===== src/hw/rtl/mpbct_pkg.sv =====
`timescale 1ns / 1ps
// Shared types and constants for the mouse packet button and click tracker.
// No dependencies; imported by every module of the block.
package mpbct_pkg;

  // Position fixed point: POS_FRAC_BITS fraction bits, range +/- one.
  localparam int POS_FRAC_BITS = 14;
  localparam int POS_W         = POS_FRAC_BITS + 2;
  localparam int PROD_W        = 17;  // 8-bit unsigned gain times 8-bit signed delta
  localparam int SUM_W         = ((POS_W > PROD_W) ? POS_W : PROD_W) + 1;

  localparam int CNT_W   = 16;
  localparam int ADDR_W  = 4;
  localparam int DATA_W  = 32;

  // Item kinds
  localparam logic [1:0] KIND_TICK   = 2'd0;
  localparam logic [1:0] KIND_PACKET = 2'd1;
  localparam logic [1:0] KIND_CLEAR  = 2'd2;

  // Button phase codes
  localparam logic [1:0] PH_RELEASED = 2'd0;
  localparam logic [1:0] PH_DOWN     = 2'd1;
  localparam logic [1:0] PH_PRESSED  = 2'd2;
  localparam logic [1:0] PH_UP       = 2'd3;

  // Register indexes (byte address is 4 * index)
  localparam logic [1:0] REG_CLICK_WINDOW  = 2'd0;
  localparam logic [1:0] REG_DOUBLE_WINDOW = 2'd1;
  localparam logic [1:0] REG_HIDE_PERIOD   = 2'd2;
  localparam logic [1:0] REG_MOTION_GAIN   = 2'd3;

  localparam logic [CNT_W-1:0] RST_CLICK_WINDOW  = 16'd150;
  localparam logic [CNT_W-1:0] RST_DOUBLE_WINDOW = 16'd300;
  localparam logic [CNT_W-1:0] RST_HIDE_PERIOD   = 16'd5000;
  localparam logic [7:0]       RST_MOTION_GAIN   = 8'd41;

  typedef logic signed [POS_W-1:0] pos_t;

  typedef struct packed {
    logic [CNT_W-1:0] click_window;
    logic [CNT_W-1:0] double_window;
    logic [CNT_W-1:0] hide_period;
    logic [7:0]       motion_gain;
  } cfg_t;

  typedef struct packed {
    logic [1:0]        kind;
    logic [7:0]        status_byte;
    logic signed [7:0] delta_x;
    logic signed [7:0] delta_y;
    logic [2:0]        clear_click_mask;
    logic [2:0]        clear_double_mask;
  } in_item_t;

  typedef struct packed {
    logic signed [15:0] pos_x;
    logic signed [15:0] pos_y;
    logic [5:0]         phases;
    logic [2:0]         clicked;
    logic [2:0]         double_clicked;
    logic               hidden;
  } out_item_t;

endpackage


===== src/hw/rtl/mouse_packet_button_click_tracker.sv =====
`timescale 1ns / 1ps
// Mouse packet button and click tracker, top level. Depends on mpbct_pkg,
// mpbct_cfg_regs and mpbct_core.
//
// Each request (tick, mouse packet or flag clear) is captured in an input
// register, applied to the tracker state by combinational logic and its result
// captured in an output register. One request is accepted every cycle while
// results keep draining. A stalled output holds the result; the input register
// keeps taking a request as long as it will move on at the same edge. The user
// must write configuration only while no request is in flight; the block does
// not enforce it.
module mouse_packet_button_click_tracker (
  input  logic                        clk,
  input  logic                        rst,
  input  logic                        in_valid,
  output logic                        in_ready,
  input  mpbct_pkg::in_item_t         in_item,
  output logic                        out_valid,
  input  logic                        out_ready,
  output mpbct_pkg::out_item_t        out_item,
  input  logic                        psel,
  input  logic                        penable,
  input  logic                        pwrite,
  input  logic [mpbct_pkg::ADDR_W-1:0] paddr,
  input  logic [mpbct_pkg::DATA_W-1:0] pwdata,
  output logic [mpbct_pkg::DATA_W-1:0] prdata,
  output logic                        pready
);
  import mpbct_pkg::*;

  cfg_t      cfg;
  in_item_t  s1_item;
  logic      s1_valid;
  logic      s1_adv;
  out_item_t core_result;

  assign s1_adv   = s1_valid && (!out_valid || out_ready);
  assign in_ready = !s1_valid || s1_adv;

  mpbct_cfg_regs u_cfg (
    .clk     (clk),
    .rst     (rst),
    .psel    (psel),
    .penable (penable),
    .pwrite  (pwrite),
    .paddr   (paddr),
    .pwdata  (pwdata),
    .prdata  (prdata),
    .pready  (pready),
    .cfg     (cfg)
  );

  mpbct_core u_core (
    .clk    (clk),
    .rst    (rst),
    .step   (s1_adv),
    .item   (s1_item),
    .cfg    (cfg),
    .result (core_result)
  );

  always_ff @(posedge clk) begin
    if (rst) begin
      s1_valid  <= 1'b0;
      out_valid <= 1'b0;
    end else begin
      if (in_ready) s1_valid <= in_valid;
      if (s1_adv) out_valid <= 1'b1;
      else if (out_ready) out_valid <= 1'b0;
    end
    if (in_valid && in_ready) s1_item <= in_item;
    if (s1_adv) out_item <= core_result;
  end

  // a packet always leaves the pointer shown
  a_packet_shows: assert property (@(posedge clk) disable iff (rst)
    s1_adv && s1_item.kind == KIND_PACKET |=> out_valid && !out_item.hidden)
    else $error("packet result reports hidden pointer");

  // cleared click flags read back as zero
  a_clear_click: assert property (@(posedge clk) disable iff (rst)
    s1_adv && s1_item.kind == KIND_CLEAR |=>
      (out_item.clicked & $past(s1_item.clear_click_mask)) == 3'b000)
    else $error("clear request left a click flag set");

  a_clear_double: assert property (@(posedge clk) disable iff (rst)
    s1_adv && s1_item.kind == KIND_CLEAR |=>
      (out_item.double_clicked & $past(s1_item.clear_double_mask)) == 3'b000)
    else $error("clear request left a double-click flag set");

  // input stalls only when both stages are full and the output is blocked
  a_stall_cause: assert property (@(posedge clk) disable iff (rst)
    !in_ready |-> s1_valid && out_valid && !out_ready)
    else $error("input stalled with room in the pipeline");

endmodule


===== src/hw/rtl/mpbct_cfg_regs.sv =====
`timescale 1ns / 1ps
// APB-style register file: click/double windows, hide period, motion gain.
// Depends on mpbct_pkg.
module mpbct_cfg_regs (
  input  logic                        clk,
  input  logic                        rst,
  input  logic                        psel,
  input  logic                        penable,
  input  logic                        pwrite,
  input  logic [mpbct_pkg::ADDR_W-1:0] paddr,
  input  logic [mpbct_pkg::DATA_W-1:0] pwdata,
  output logic [mpbct_pkg::DATA_W-1:0] prdata,
  output logic                        pready,
  output mpbct_pkg::cfg_t             cfg
);
  import mpbct_pkg::*;

  logic [1:0] idx;
  logic       wr_en;

  assign pready = 1'b1;
  assign idx    = paddr[3:2];
  assign wr_en  = psel && penable && pwrite && pready;

  always_ff @(posedge clk) begin
    if (rst) begin
      cfg.click_window  <= RST_CLICK_WINDOW;
      cfg.double_window <= RST_DOUBLE_WINDOW;
      cfg.hide_period   <= RST_HIDE_PERIOD;
      cfg.motion_gain   <= RST_MOTION_GAIN;
    end else if (wr_en) begin
      unique case (idx)
        REG_CLICK_WINDOW:  cfg.click_window  <= pwdata[CNT_W-1:0];
        REG_DOUBLE_WINDOW: cfg.double_window <= pwdata[CNT_W-1:0];
        REG_HIDE_PERIOD:   cfg.hide_period   <= pwdata[CNT_W-1:0];
        REG_MOTION_GAIN:   cfg.motion_gain   <= pwdata[7:0];
        default: ;
      endcase
    end
  end

  always_comb begin
    unique case (idx)
      REG_CLICK_WINDOW:  prdata = DATA_W'(cfg.click_window);
      REG_DOUBLE_WINDOW: prdata = DATA_W'(cfg.double_window);
      REG_HIDE_PERIOD:   prdata = DATA_W'(cfg.hide_period);
      REG_MOTION_GAIN:   prdata = DATA_W'(cfg.motion_gain);
      default:           prdata = '0;
    endcase
  end

endmodule


===== src/hw/rtl/mpbct_core.sv =====
`timescale 1ns / 1ps
// Tracker state and its combinational update: position clamp, button machines,
// click timing and hide timer. Depends on mpbct_pkg.
module mpbct_core (
  input  logic                 clk,
  input  logic                 rst,
  input  logic                 step,
  input  mpbct_pkg::in_item_t  item,
  input  mpbct_pkg::cfg_t      cfg,
  output mpbct_pkg::out_item_t result
);
  import mpbct_pkg::*;

  localparam int                      ONE_I    = 1 << POS_FRAC_BITS;
  localparam logic signed [SUM_W-1:0] SUM_ONE  = SUM_W'(ONE_I);
  localparam logic signed [SUM_W-1:0] SUM_MONE = -SUM_ONE;

  pos_t             x_pos, y_pos, x_pos_next, y_pos_next;
  logic [1:0]       btn_phase [3];
  logic [1:0]       btn_phase_next [3];
  logic [2:0]       click_latch, click_latch_next;
  logic [2:0]       dbl_latch, dbl_latch_next;
  logic [CNT_W-1:0] since_press, since_press_next;
  logic [CNT_W-1:0] since_click, since_click_next;
  logic [CNT_W-1:0] hide_count, hide_count_next;
  logic             hidden_flag, hidden_flag_next;
  logic [CNT_W:0]   hide_inc;
  logic [2:0]       btn_p;

  function automatic pos_t move_clamp(pos_t pos, logic [7:0] gain,
                                      logic signed [7:0] delta);
    logic signed [PROD_W-1:0] prod;
    logic signed [SUM_W-1:0]  sum;
    prod = $signed({1'b0, gain}) * delta;
    sum  = SUM_W'(pos) + SUM_W'(prod);
    if (sum < SUM_MONE) sum = SUM_MONE;
    if (sum > SUM_ONE)  sum = SUM_ONE;
    return POS_W'(sum);
  endfunction

  // left, middle, right; status byte has right in bit1 and middle in bit2
  assign btn_p    = {item.status_byte[1], item.status_byte[2], item.status_byte[0]};
  assign hide_inc = {1'b0, hide_count} + (CNT_W + 1)'(1);

  always_comb begin
    logic rel;
    x_pos_next       = x_pos;
    y_pos_next       = y_pos;
    btn_phase_next   = btn_phase;
    click_latch_next = click_latch;
    dbl_latch_next   = dbl_latch;
    since_press_next = since_press;
    since_click_next = since_click;
    hide_count_next  = hide_count;
    hidden_flag_next = hidden_flag;
    rel              = 1'b0;
    if (step) begin
      unique case (item.kind)
        KIND_TICK: begin
          if (since_press != '1) since_press_next = since_press + CNT_W'(1);
          if (since_click != '1) since_click_next = since_click + CNT_W'(1);
          if (hide_inc >= {1'b0, cfg.hide_period}) begin
            hide_count_next  = '0;
            hidden_flag_next = 1'b1;
          end else begin
            hide_count_next = hide_inc[CNT_W-1:0];
          end
        end
        KIND_PACKET: begin
          x_pos_next = move_clamp(x_pos, cfg.motion_gain, item.delta_x);
          y_pos_next = move_clamp(y_pos, cfg.motion_gain, item.delta_y);
          // buttons share the press/click timers, so evaluate in order
          for (int b = 0; b < 3; b++) begin
            rel = 1'b0;
            unique case (btn_phase[b])
              PH_RELEASED: begin
                if (btn_p[b]) begin
                  btn_phase_next[b] = PH_DOWN;
                  since_press_next  = '0;
                end
              end
              PH_DOWN: begin
                btn_phase_next[b] = btn_p[b] ? PH_PRESSED : PH_RELEASED;
                rel = !btn_p[b];
              end
              PH_PRESSED: begin
                if (!btn_p[b]) btn_phase_next[b] = PH_UP;
              end
              PH_UP: begin
                btn_phase_next[b] = btn_p[b] ? PH_PRESSED : PH_RELEASED;
                rel = !btn_p[b];
              end
              default: ;
            endcase
            if (rel && since_press_next <= cfg.click_window) begin
              click_latch_next[b] = 1'b1;
              if (since_click_next <= cfg.double_window) dbl_latch_next[b] = 1'b1;
              since_click_next = '0;
            end
          end
          hidden_flag_next = 1'b0;
        end
        KIND_CLEAR: begin
          click_latch_next = click_latch & ~item.clear_click_mask;
          dbl_latch_next   = dbl_latch & ~item.clear_double_mask;
        end
        default: ;
      endcase
    end
  end

  always_ff @(posedge clk) begin
    if (rst) begin
      x_pos       <= '0;
      y_pos       <= '0;
      btn_phase   <= '{PH_RELEASED, PH_RELEASED, PH_RELEASED};
      click_latch <= '0;
      dbl_latch   <= '0;
      since_press <= '0;
      since_click <= '0;
      hide_count  <= '0;
      hidden_flag <= 1'b1;
    end else begin
      x_pos       <= x_pos_next;
      y_pos       <= y_pos_next;
      btn_phase   <= btn_phase_next;
      click_latch <= click_latch_next;
      dbl_latch   <= dbl_latch_next;
      since_press <= since_press_next;
      since_click <= since_click_next;
      hide_count  <= hide_count_next;
      hidden_flag <= hidden_flag_next;
    end
  end

  always_comb begin
    result.pos_x          = 16'(x_pos_next);
    result.pos_y          = 16'(y_pos_next);
    result.phases         = {btn_phase_next[2], btn_phase_next[1], btn_phase_next[0]};
    result.clicked        = click_latch_next;
    result.double_clicked = dbl_latch_next;
    result.hidden         = hidden_flag_next;
  end

endmodule


===== config.mk =====
export PLATFORM = sky130hd
export DESIGN_NAME = mouse_packet_button_click_tracker
export DESIGN_NICKNAME = d
export VERILOG_FILES = /design/src/hw/rtl/mpbct_pkg.sv /design/src/hw/rtl/mouse_packet_button_click_tracker.sv /design/src/hw/rtl/mpbct_cfg_regs.sv /design/src/hw/rtl/mpbct_core.sv
export SDC_FILE = /design/constraint.sdc
export NUM_CORES = 1
export LEC_CHECK = 0
export ABC_CLOCK_PERIOD_IN_PS = 13500
export BUFFER_PORTS_ARGS = -buffer_cell sky130_fd_sc_hd__buf_2
export CAP_MARGIN = 10
export CORE_MARGIN = 3
export CORE_UTILIZATION = 35
export CTS_CLUSTER_SIZE = 14
export DETAILED_ROUTE_END_ITERATION = 8
export GPL_ROUTABILITY_DRIVEN = 0
export PLACE_DENSITY = 0.51
export SLEW_MARGIN = 20
export SYNTH_ARGS = -nofsm -noshare
export SYNTH_HDL_FRONTEND = slang
export SYNTH_SLANG_ARGS = --single-unit

===== constraint.sdc =====
create_clock -name clk -period 13.5 [get_ports clk]
set_input_delay 4.05 -clock clk [delete_from_list [all_inputs] [get_ports clk]]
set_output_delay 4.05 -clock clk [all_outputs]
set_load 0.05 [all_outputs]

; ---- Word level (Yosys, flattened, before mapping)
; Index checks and enable logic that the tools add are counted.
[word_totals]
ff_bits = 223
latch_bits = 0
mem_bits_rw = 0
rom_bits = 0
input_bits = 75
out_inout_bits = 80
word_cells = 178
n_memories = 0
[op_classes]
addsub = 5
mul = 2
n_div = 0
order_cmp = 11
n_eq_ne = 18
shift = 0
mux = 78
bitwise_logic = 4
n_reduce_logical = 31
[ops]
columns = operator, count
row1 = 16-bit two-way mux, 28
row2 = 32-bit case mux with 4 select lines, 1
row3 = 18-bit two-way mux, 6
row4 = 16-bit <= comparator, 6
row5 = 16-bit case mux with 2 select lines, 2
row6 = 16-bit by 17-bit adder with 18-bit output, 2
row7 = 18-bit by 16-bit > comparator with 1-bit output (second input constant), 2
row8 = 18-bit by 15-bit < comparator with 1-bit output (second input constant), 2
row9 = 9-bit by 8-bit multiplier with 17-bit output, 2
row10 = 16-bit by 1-bit adder with 16-bit output (second input constant), 2
row11 = 16-bit inequality test (second input constant), 2
row12 = 1-bit two-way mux, 22
row13 = 2-bit equality test (second input constant), 9
row14 = 2-bit two-way mux, 9
row15 = 2-bit case mux with 3 select lines, 3
row16 = 16-bit by 1-bit adder with 17-bit output (second input constant), 1
row17 = 17-bit by 16-bit >= comparator with 1-bit output, 1
row18 = 6-bit two-way mux, 2
row19 = 3-bit case mux with 2 select lines, 2
row20 = 2-bit by 1-bit equality test with 1-bit output (second input constant), 5
row21 = 2-bit zero test, 5
row22 = 2-bit AND reduction, 5
row23 = 1-bit logical AND, 7
row24 = 3-bit bitwise AND, 2
row25 = other kinds (9), 21

; ---- Logic depth before layout (Yosys ltp)
[depth]
ltp_word = 18
mapped_depth = 25
ltp_nobuf = 23

; ---- Hierarchy
; A second synthesis with hierarchy kept.
[unflattened]
hier_cells = 2034
area_unflattened_um2 = 19025.7
[by_module_without_submodules]
columns = mod, n_inst, cells_per_inst, area_per_inst_um2, seq_area_each_um2
row1 = mpbct_core, 1, 1674, 13731.9, 1861.8
row2 = mpbct_cfg_regs, 1, 273, 2877.8, 1121.1
row3 = mouse_packet_button_click_tracker, 1, 87, 2416.1, 2352.3

; ---- Worst setup path after synthesis
; OpenSTA, ideal clock, no wires.
[synth_path]
kind = input -> output
start = in paddr[2] (netlist bit)
end = out prdata[10] (netlist bit)
t_arrival_ps = 6208
required_ps = 9450
path_slack_ps = 3242
path_stages = 4
n_path_buf = 2
path_cell_list = buf_1 clkbuf_1 mux2i_1 o21ai_0
[synth_between]
elab_chain_len = 2
elab_cells_between_ends = 5
cone_classes = 3 x eq/ne / 1 x mux / 1 x reduce/logical
[synth_lines]
columns = element, line_no
row1 = start: declaration, mouse_packet_button_click_tracker.sv:24  ; input logic [mpbct_pkg::ADDR_W-1:0] paddr,
row2 = 2-bit equality test (tied with other cells), mpbct_cfg_regs.sv:43  ; unique case (idx)
row3 = 32-bit case mux with 4 select lines (*), mpbct_cfg_regs.sv:43
row4 = end: declaration, mouse_packet_button_click_tracker.sv:26  ; output logic [mpbct_pkg::DATA_W-1:0] prdata,
; Every way passes the cells marked *; elsewhere a longest branch is shown, timed or not. The select of a mux whose other input is x is not followed.

; ---- Final worst setup path
[layout_path]
start = in paddr[3] (netlist bit)
end = out prdata[15] (netlist bit)
; The elaborated chain is that of the path after synthesis.

==> metrics <==
post-layout util 0.401; Post-route DRC 0; fmax 0.103 GHz; Global Route Usage Sum 0.185; flop2flop setup slack a little over 6 ns; Pint 1.42 mW; R2R depth 18; Tmin final 9.71 ns; critical path class input pin to output port; switching power around 0.63 mW; Setup crit end kind output port; Max IR drop VDD between 0.00007 and 0.00008 V; die area 54600 sq um; die extent in x 234 um; number of synthesized flops with an enable pin 72; sequential cell area 5180 sq um; total grt overflow 0; Vias/cell 5.30; clk slew on worst S/H paths 0.06 ns; total number of vias 14.7k; Final Hold Fails 0; CTS Buffer Depth 3; final critical-path setup slack 3.79 ns; reg2reg end out_item[37]; final net count 2473; Clock Sinks 223; crit path launch type input pin; Antenna Violating Nets Remaining 0; WHS Endpoint u_core.x_pos[3]; flop and latch count out of synthesis 223; RSZ-0062 raised after global routing false; area growth from synthesis to layout 12.0%; Layout Skew around 0.028 ns; status finished, final reports clean; Avg Inst Size Synth 9.01 sq um; Worst Tran Pin Value around 1.0 ns; crit share post-route 0.719; standard-cell row count 82; largest net degree at the start of global routing 52; CTS Buf Count 28; I/O pin count 155; post-DP HPWL 38.2 mm; top-area cell type share of the netlist area 0.167; initial antenna violation count 0; Ant. Diodes 0; final setup vio count 0; class of the worst hold path flip-flop to flip-flop; Post-synth top cells nand2_1 (262), ha_1 (214), inv_1 (205), dfxtp_1 (151), and2_1 (117); area of the multi-input gates 11800 sq um; global-route wire length before repair 80.5 mm; CTS Hold Bufs 0; TritonRoute pass-1 iters 6; CTS resizes 0; clock root cell clkbuf_16; Min Hold Slack 0.466 ns; worst slack, placed ~3.8 ns; # H-tree levels 1; final setup TNS 0 ns; DRT iter0 DRCs 912; post-synth top area cell dfxtp_1; clock power share 0.418; share of cells above drive strength 1 0.100; power density over the cells between 100 and 150 nW/um^2; DIE HEIGHT 234 um; port bufs 114; Starting Density 0.358; CTS tree yes; Max-Slew Margin vs Limit 0.287; most frequent cell after synthesis nand2_1; WP data arrival about 5.7 ns; Max Cap Viol 0; sequential element share of the synthesized area 0.286; WL per Instance 18.4 um; Warnings, synthesis 0; Leakage 9.11 nW; Post-CTS Setup Inserts 0; synth top area cells dfxtp_1 (17%), ha_1 (15%), edfxtp_1 (12%); Core Area 50700 sq um; sequential power share 0.356; Hold Crit Start u_core.x_pos[3]; Skew-Pair Late Insertion Delay ~0.58 ns; crit path max fanout 22; hold path depth 1; final WL 51.0 mm; fillers 5139; library cells used by synthesis between 70 and 80; Sw Ratio 0.306; worst flop-to-flop path startpoint u_cfg.cfg[3]; Synth Instances 2014; combinational power share 0.226; vias in the first global route 14.6k; Cell Area, Synth between 15000 and 20000 sq um; ys async rst share 0; WP data required 9.45 ns; Slew Viols, Final 0; Top FF cell, synth dfxtp_1
-- power by group through the flow --
stage	combinational [mW]	clock [mW]	sequential, mW
after floorplan	0.344	0	0.754
after global placement	0.457	0	0.742
after detailed placement	0.463	0	0.742
after CTS	0.467	0.878	0.728
after global routing	0.519	0.901	0.730
final	0.462	0.855	0.728
-- routing by layer --
metal	GRT usage	vias up	part of all wire
li1	-	7109	-
met1	0.244	7233	0.45
met2	0.321	297	0.48
met3	0.0215	63	0.040
met4	0.0520	0	0.030
met5	0	-	0
-- cell usage in the layout (no fill, tap or decap), types with 11 or more instances in the layout --
master / n
a31oi_1: 18
a21o_1: 32
o31ai_1: 11
nor2b_1: 40
a32o_1: 29
nand4_1: 35
buf_4: 20
mux2i_1: 21
nor2_1: 87
o21a_1: 22
o22ai_1: 13
dfxtp_1: 151
nand3_1: 35
buf_2: 113
ha_1: 214
and3_1: 27
xnor2_1: 22
conb_1: 17
and2_1: 116
nand2b_1: 15
edfxtp_1: 72
a311oi_1: 13
inv_1: 204
clkbuf_16: 28
fa_1: 104
o21ai_0: 60
nand2_1: 261
nor3_1: 24
xor2_1: 16
o211ai_1: 18
a21oi_1: 101
-- worst max-delay path by stage --
stage,slack (ns),cells after the start,endpoint,start
after floorplan,3.24,4,prdata[10],paddr[2]
after global placement,3.83,5,prdata[14],paddr[3]
after detailed placement,3.77,5,prdata[15],paddr[3]
after CTS,3.77,5,prdata[15],paddr[3]
after global routing,3.59,5,prdata[15],paddr[3]
final,3.79,5,prdata[15],paddr[3]
-- area by class of cell --
class / instances / area share
Inverter: 205 / 0.0379
Tap cell: 672 / 0.0414
Clock buffer: 33 / 0.0359
Timing Repair Buffer: 133 / 0.0352
Clock inverter: 17 / 0.0148
Multi-Input combinational cell: 1489 / 0.579
Sequential cell: 223 / 0.255
-- state kept, by name, indices dropped and copies added, names as in the netlist, 3 cells and up --
register and count:
out_item 45, s1_item 27, u_cfg.cfg 56, u_core.btn_phase 6
u_core.click_latch 3, u_core.dbl_latch 3, u_core.hide_count 16, u_core.since_click 16
u_core.since_press 16, u_core.x_pos 16, u_core.y_pos 16
-- critical path: stages --
cell and delay (ns):
buf_2 0.39, nor2b_1 0.57, nand2_1 0.12, o21ai_0 0.19, buf_2 0.35
-- cell families after synthesis --
kind of cell | synth area share
XOR/XNOR | 0.0183
other | 0.000414
multiplexers | 0.0257
AO/OA/AOI/OAI | 0.152
buffers and inverters | 0.0702
adder cells (fa/ha/maj) | 0.262
AND/OR/NAND/NOR | 0.185
flip-flops | 0.286
-- per-stage QoR --
step / instances / power (mW) / cell area (sq um)
floorplan: 2029 / 1.10 / 18200
global placement: 2722 / 1.20 / 19300
detailed placement: 2722 / 1.21 / 19300
CTS: 2772 / 2.07 / 20300
global route: 2772 / 2.15 / 20300
finish: 2772 / 2.04 / 20300
Note: power is estimated with default switching activity, not from simulation.
